### config.mk
export PLATFORM = sky130hd
export DESIGN_NAME = rgb_to_ycbcr420_block_top
export DESIGN_NICKNAME = d
export VERILOG_FILES = /design/src/rtl/ry420_pkg.sv /design/src/rtl/ry420_luma_lane.sv /design/src/rtl/ry420_chroma_merge.sv /design/src/rtl/rgb_to_ycbcr420_block_top.sv
export SDC_FILE = /design/constraint.sdc
export NUM_CORES = 2
export LEC_CHECK = 0
export BUFFER_PORTS_ARGS = -buffer_cell sky130_fd_sc_hd__buf_2
export CORE_MARGIN = 2
export CORE_UTILIZATION = 56
export DETAILED_ROUTE_END_ITERATION = 10
export PLACE_DENSITY = 0.82
export SYNTH_ARGS = -nofsm -noshare
export SYNTH_HDL_FRONTEND = slang
export SYNTH_HIERARCHICAL = 1
export SYNTH_SLANG_ARGS = --single-unit
export TNS_END_PERCENT = 20
### constraint.sdc
create_clock -name clk -period 13.85 [get_ports clk]
set_input_delay 1.385 -clock clk [delete_from_list [all_inputs] [get_ports clk]]
set_output_delay 1.385 -clock clk [all_outputs]
set_load 0.05 [all_outputs]
### src/rtl/ry420_pkg.sv
// Shared types and constants for the 2x2 RGB to YCbCr 4:2:0 converter.
// No dependencies; imported by every module of the block.
package ry420_pkg;

	localparam int unsigned PIX_PER_BLK = 4;
	localparam int unsigned CH_W        = 8;
	localparam int unsigned SUM_W       = 10;   // four 8-bit samples
	localparam int unsigned LPROD_W     = 24;   // luma term and accumulator
	localparam int unsigned CPROD_W     = 25;   // chroma product of a channel sum
	localparam int unsigned CACC_W      = 28;   // signed chroma accumulator

	// Luma coefficients, unsigned Q16
	localparam logic [15:0] Y_KB  = 16'd6423;
	localparam logic [15:0] Y_KG  = 16'd33030;
	localparam logic [15:0] Y_KR  = 16'd16843;
	localparam logic [LPROD_W-1:0] Y_OFS = 24'd1081344;  // 16.5 in Q16
	localparam logic [7:0] Y_MIN = 8'd16;
	localparam logic [7:0] Y_MAX = 8'd235;

	// Chroma coefficients, Q16 applied to channel sums (Q18 after the /4)
	localparam logic [14:0] C_HI  = 15'd28770;
	localparam logic [14:0] CB_KG = 15'd19071;
	localparam logic [14:0] CB_KR = 15'd9699;
	localparam logic [14:0] CR_KG = 15'd24117;
	localparam logic [14:0] CR_KB = 15'd4653;
	localparam logic signed [CACC_W-1:0] C_OFS = 28'sd33685504;  // 128.5 in Q18
	localparam logic [9:0] C_MIN = 10'd16;
	localparam logic [9:0] C_MAX = 10'd240;

	// Per-stage load enables of the pipeline
	typedef struct packed {
		logic s1;
		logic s2;
		logic s3;
	} pipe_en_t;

endpackage

### src/rtl/ry420_luma_lane.sv
// One luma lane: three Q16 products, then sum, shift and clamp to 16..235.
// Depends on ry420_pkg.
module ry420_luma_lane import ry420_pkg::*; (
	input  logic            clk,
	input  pipe_en_t        en,
	input  logic [CH_W-1:0] blue,
	input  logic [CH_W-1:0] green,
	input  logic [CH_W-1:0] red,
	output logic [CH_W-1:0] luma_s2
);

	logic [LPROD_W-1:0] pb_s1, pg_s1, pr_s1;
	logic [LPROD_W-1:0] acc;
	logic [CH_W-1:0]    yraw;

	always_ff @(posedge clk) begin
		if (en.s1) begin
			pb_s1 <= {8'd0, Y_KB} * {16'd0, blue};
			pg_s1 <= {8'd0, Y_KG} * {16'd0, green};
			pr_s1 <= {8'd0, Y_KR} * {16'd0, red};
		end
	end

	assign acc  = pb_s1 + pg_s1 + pr_s1 + Y_OFS;
	assign yraw = acc[LPROD_W-1:16];

	always_ff @(posedge clk) begin
		if (en.s2) begin
			if (yraw < Y_MIN)
				luma_s2 <= Y_MIN;
			else if (yraw > Y_MAX)
				luma_s2 <= Y_MAX;
			else
				luma_s2 <= yraw;
		end
	end

endmodule

### src/rtl/ry420_chroma_merge.sv
// Merge stage: sums the four pixels' channels, forms Cb and Cr in Q18, clamps.
// Depends on ry420_pkg.
module ry420_chroma_merge import ry420_pkg::*; (
	input  logic                              clk,
	input  pipe_en_t                          en,
	input  logic [PIX_PER_BLK-1:0][CH_W-1:0]  blue,
	input  logic [PIX_PER_BLK-1:0][CH_W-1:0]  green,
	input  logic [PIX_PER_BLK-1:0][CH_W-1:0]  red,
	output logic [CH_W-1:0]                   cb_s3,
	output logic [CH_W-1:0]                   cr_s3
);

	logic [SUM_W-1:0]   sb_s1, sg_s1, sr_s1;
	logic [CPROD_W-1:0] ub_s2, ug_s2, ur_s2;
	logic [CPROD_W-1:0] vr_s2, vg_s2, vb_s2;
	logic signed [CACC_W-1:0] u_acc, v_acc;

	function automatic logic [CH_W-1:0] chroma_clamp(input logic signed [CACC_W-1:0] acc);
		logic [9:0] q;
		q = acc[CACC_W-1:18];
		if (acc <= 0 || q < C_MIN)
			return CH_W'(C_MIN);
		else if (q > C_MAX)
			return CH_W'(C_MAX);
		else
			return q[CH_W-1:0];
	endfunction

	always_ff @(posedge clk) begin
		if (en.s1) begin
			sb_s1 <= SUM_W'(blue[0])  + SUM_W'(blue[1])  + SUM_W'(blue[2])  + SUM_W'(blue[3]);
			sg_s1 <= SUM_W'(green[0]) + SUM_W'(green[1]) + SUM_W'(green[2]) + SUM_W'(green[3]);
			sr_s1 <= SUM_W'(red[0])   + SUM_W'(red[1])   + SUM_W'(red[2])   + SUM_W'(red[3]);
		end
	end

	always_ff @(posedge clk) begin
		if (en.s2) begin
			ub_s2 <= {10'd0, C_HI}  * {15'd0, sb_s1};
			ug_s2 <= {10'd0, CB_KG} * {15'd0, sg_s1};
			ur_s2 <= {10'd0, CB_KR} * {15'd0, sr_s1};
			vr_s2 <= {10'd0, C_HI}  * {15'd0, sr_s1};
			vg_s2 <= {10'd0, CR_KG} * {15'd0, sg_s1};
			vb_s2 <= {10'd0, CR_KB} * {15'd0, sb_s1};
		end
	end

	assign u_acc = $signed({3'd0, ub_s2}) - $signed({3'd0, ug_s2})
	             - $signed({3'd0, ur_s2}) + C_OFS;
	assign v_acc = $signed({3'd0, vr_s2}) - $signed({3'd0, vg_s2})
	             - $signed({3'd0, vb_s2}) + C_OFS;

	always_ff @(posedge clk) begin
		if (en.s3) begin
			cb_s3 <= chroma_clamp(u_acc);
			cr_s3 <= chroma_clamp(v_acc);
		end
	end

endmodule

### src/rtl/rgb_to_ycbcr420_block_top.sv
// Top level of the 2x2 RGB to YCbCr 4:2:0 (BT.601 studio range) converter.
// Pipeline: three register stages, s1, s2 and s3, between the input transfer and a valid result.
// Throughput: one block per cycle while m_axis_tready keeps the output moving.
// Rate is set by the three-stage product/sum pipeline: four luma lanes and one chroma merge.
// Each stage holds its data and moves on when the next stage is empty or moving (bubbles collapse).
// Reset (arst_n low, asynchronous) clears the stage valid flags only; data registers hold.
// Depends on ry420_pkg, ry420_luma_lane and ry420_chroma_merge.
module rgb_to_ycbcr420_block_top import ry420_pkg::*; (
	input  logic        clk,
	input  logic        arst_n,
	input  logic        s_axis_tvalid,
	output logic        s_axis_tready,
	// per pixel (top_left, top_right, bottom_left, bottom_right), from bit 0 up:
	// blue, green, red; 8 bits each, 96 bits in total
	input  logic [95:0] s_axis_tdata,
	output logic        m_axis_tvalid,
	input  logic        m_axis_tready,
	// from bit 0 up: luma_top_left, luma_top_right, luma_bottom_left,
	// luma_bottom_right, chroma_blue_diff, chroma_red_diff; 8 bits each
	output logic [47:0] m_axis_tdata
);

	pipe_en_t en;
	logic v_s1_q, v_s2_q, v_s3_q;

	logic [PIX_PER_BLK-1:0][CH_W-1:0] blue, green, red;
	logic [PIX_PER_BLK-1:0][CH_W-1:0] luma_s2;
	logic [PIX_PER_BLK-1:0][CH_W-1:0] luma_s3;
	logic [CH_W-1:0] cb_s3, cr_s3;

	// A stage loads when it is empty or its contents move on this cycle.
	assign en.s3 = !v_s3_q || m_axis_tready;
	assign en.s2 = !v_s2_q || en.s3;
	assign en.s1 = !v_s1_q || en.s2;

	assign s_axis_tready = en.s1;
	assign m_axis_tvalid = v_s3_q;

	always_ff @(posedge clk or negedge arst_n) begin
		if (!arst_n) begin
			v_s1_q <= 1'b0;
			v_s2_q <= 1'b0;
			v_s3_q <= 1'b0;
		end else begin
			if (en.s1) v_s1_q <= s_axis_tvalid;
			if (en.s2) v_s2_q <= v_s1_q;
			if (en.s3) v_s3_q <= v_s2_q;
		end
	end

	// Unpack the four pixels; each is 24 bits, blue lowest.
	always_comb begin
		for (int p = 0; p < PIX_PER_BLK; p++) begin
			blue[p]  = s_axis_tdata[p*24 +: 8];
			green[p] = s_axis_tdata[p*24 + 8 +: 8];
			red[p]   = s_axis_tdata[p*24 + 16 +: 8];
		end
	end

	// One luma lane per pixel, all running side by side.
	for (genvar p = 0; p < PIX_PER_BLK; p++) begin : g_lane
		ry420_luma_lane u_lane (
			.clk     (clk),
			.en      (en),
			.blue    (blue[p]),
			.green   (green[p]),
			.red     (red[p]),
			.luma_s2 (luma_s2[p])
		);
	end

	// Chroma takes one more stage than luma; hold luma back to line them up.
	always_ff @(posedge clk) begin
		if (en.s3) luma_s3 <= luma_s2;
	end

	ry420_chroma_merge u_merge (
		.clk   (clk),
		.en    (en),
		.blue  (blue),
		.green (green),
		.red   (red),
		.cb_s3 (cb_s3),
		.cr_s3 (cr_s3)
	);

	assign m_axis_tdata = {cr_s3, cb_s3, luma_s3[3], luma_s3[2], luma_s3[1], luma_s3[0]};

endmodule

==> results.yml <==
outcome:
  outcome: "completed"
global_route:
  grt_use_total_pct: 25.8
  antenna_found_initial: 15
  grt_pass1_wl_mm: 229
  grt_pass1_vias: 44300
  grt_overflow: 0
  grt_max_degree: 152
logic_synthesis:
  synth-seq-cells: 522
  ys.flop_type: "edfxtp_1"
  yosysWarnings: 6
  ys_seq_area_share_pct: 25.6
  syn_area_per_cell_um2: 10.4
  syn-num-nets: 7751
  async_flop_share_pct: 0.575
  synth-edff-count: 519
  synthCells: 5851
  synth.distinct_cells: 103
  syn-cell-area_um2: 61100
floorplanning:
  start_util_pct: 56.3
  die_area_um2: 112000
  core_area_um2: 109000
  rows: 121
  die_y_um: 334
  ios: 150
  die_x_um: 334
worst_setup_path:
  cp-start-kind: "flop"
  r2r_start: "u_merge/sg_s1[8]"
  crit_family: "adder cells"
  cpPeakStageDelay_ns: 0.66
  r2r_setup_slack_ns: 7.85
  crit_type: "reg2reg"
  worstPathMaxFanout: 11
  path_cells: "inv_1, fa_1, fa_1, inv_1, fa_1, fa_1, fa_1, ha_1, and2_1, o2111ai_1, o211ai_1, nand2_1, o31ai_1, nor4_1, o41ai_1, a21oi_1, xnor2_1"
  end_kind: "flop"
  cpMaxStageDelayCell: "edfxtp_1"
  reg2reg_to: "u_merge/ug_s2[24]"
  path_buf_inv: 2
  worst_path_most_repeated_cell: "fa_1"
  rr_worst_depth: 17
  crit_arrival_ns: 6.42
  crit_required_ns: 14.27
finish:
  area_delta_synth_final_pct: 7.46
  postLayoutCoreUtil_pct: 60.5
  mostFrequentLayoutCell: "ha_1"
  layout-drive-gt1-share_pct: 6.04
  regArea_um2: 15700
  num-fill-cells: 8508
  fin_nets: 7950
  multiInputGateArea_um2: 40400
  final_cell_mix: "ha_1 (1,339), inv_1 (1,292), edfxtp_1 (519)"
clocking:
  htree_levels: 2
  clockBufferDepth: 3
  cts_hold_buf: 0
  cts_tree: "yes"
  ctsResizeCount: 0
  clock-sinks: 522
  post-cts-setup-buffers: 0
  clkTransAtPathRegs_ns: 0.06
  numCtsBuffers: 61
  clk_latency_ns: 0.69
  cts_root_buffer: "clkbuf_16"
timing:
  fmax_ghz: 0.167
  rsz0062_at_grt: "false"
  max_slew.worst_pin.slew_ns: 1.08
  fin_crit_ns: 6.00
  fin_skew_ns: 0.0323
  hold_viol: 0
  max_slew_margin_pct: 27.7
  period_share_pct: 43.3
  setup_viol: 0
  setup-tns-final_ns: 0
  slew_violations: 0
drt:
  wl_per_cell_um: 18.8
  drc: 0
  drtIter0Drc: 2526
  via_per_inst: 5.65
  ant_nets: 0
  route.vias.total: 42500
  first_pass_iters: 6
  routed_wl_mm: 142
placement:
  gp_congestion: 0.948
  portBuffers: 149
  dpl.hpwl_mm: 117
worst_hold_path:
  holdCritPathClass: "reg2reg"
  holdCritStartpoint: "g_lane[2].u_lane/luma_s2[2]"
  min_to: "m_axis_tdata[18]"
  min_path_cells: 0
flow_run:
  max_cap_violations: 0
-- kinds of logic (layout without fill, tap and decap cells) --
kind of cell,after synthesis,in the layout,synth area share (%)
AOI/OAI and AO/OA,962,962,10.6
xor gates and xnor gates,422,422,6.06
adders and majority gates,1801,1801,42.6
buffers and inverters,1314,1560,8.17
DFF,522,522,25.6
muxes,7,7,0.117
other,0,5,0
and+or+nand+nor,823,823,6.88
-- routing by layer --
layer  share of wire [%]  track usage, %  up-vias
li1                    -               -    20400
met1                  41            31.6    20600
met2                  48            44.4     1058
met3                 6.0            4.57      332
met4                 5.0            11.4       20
met5               0.093               0        -
-- synthesized netlist by cell type (41+ instances only) --
master / n / area [um^2]
ha_1: 1339 / 16800
nand2_1: 156 / 586
o21bai_1: 50 / 375
nor3_1: 76 / 380
a31oi_1: 53 / 332
a21o_1: 102 / 766
nor2_1: 236 / 886
a211oi_1: 41 / 308
fa_1: 461 / 9230
inv_1: 1293 / 4850
nand3_1: 94 / 470
a21oi_1: 269 / 1350
xnor2_1: 309 / 2710
o21ai_0: 157 / 786
edfxtp_1: 519 / 15600
xor2_1: 112 / 981
o21a_1: 50 / 375
-- sequential cells by signal, indices dropped and copies added, names as in the netlist, 22 cells and up --
name and flops:
g_lane.u_lane/luma_s2 32, g_lane.u_lane/pb_s1 84, g_lane.u_lane/pg_s1 92, g_lane.u_lane/pr_s1 92, m_axis_tdata 32, u_merge/ub_s2 22
u_merge/ug_s2 25, u_merge/ur_s2 23, u_merge/vb_s2 23, u_merge/vg_s2 24, u_merge/vr_s2 24
-- cell type report --
type	instances	area share (%)
diodes	5	0.0191
flip-flops and latches	522	23.9
repair buffers	157	1.25
clock buffers	69	2.40
well taps	1414	2.70
inverters	1293	7.39
multi-input cells	4015	61.6
clock inverters	41	0.768
-- worst max-delay path by stage --
stage	from	endpoint	slack (ns)	cells past startpoint
floorplan	m_axis_tready	g_lane[0].u_lane/pb_s1[0]	2.32	2
global placement	u_merge/sg_s1[8]	u_merge/ug_s2[24]	7.99	17
detailed placement	u_merge/sg_s1[8]	u_merge/ug_s2[24]	7.92	17
CTS	u_merge/sg_s1[8]	u_merge/ug_s2[24]	7.85	17
global route	u_merge/sg_s1[8]	u_merge/ug_s2[24]	7.40	17
finish	u_merge/sg_s1[8]	u_merge/ug_s2[24]	7.85	17
-- metrics by stage --
stage | worst slack (ns) | area (um^2) | hold slack (ns) | cells
final | 7.85 | 65600 | 0.416 | 7516
after global routing | 7.40 | 65600 | 0.421 | 7513
after CTS | 7.85 | 65600 | 0.417 | 7511
after detailed placement | 7.92 | 63500 | 0.405 | 7401
after global placement | 7.99 | 63500 | 0.404 | 7401
after floorplan | 2.32 | 61100 | 0.400 | 5851
Power is not shown: default switching activity piles up to over one toggle a cycle in this logic, so the estimate is an artifact.
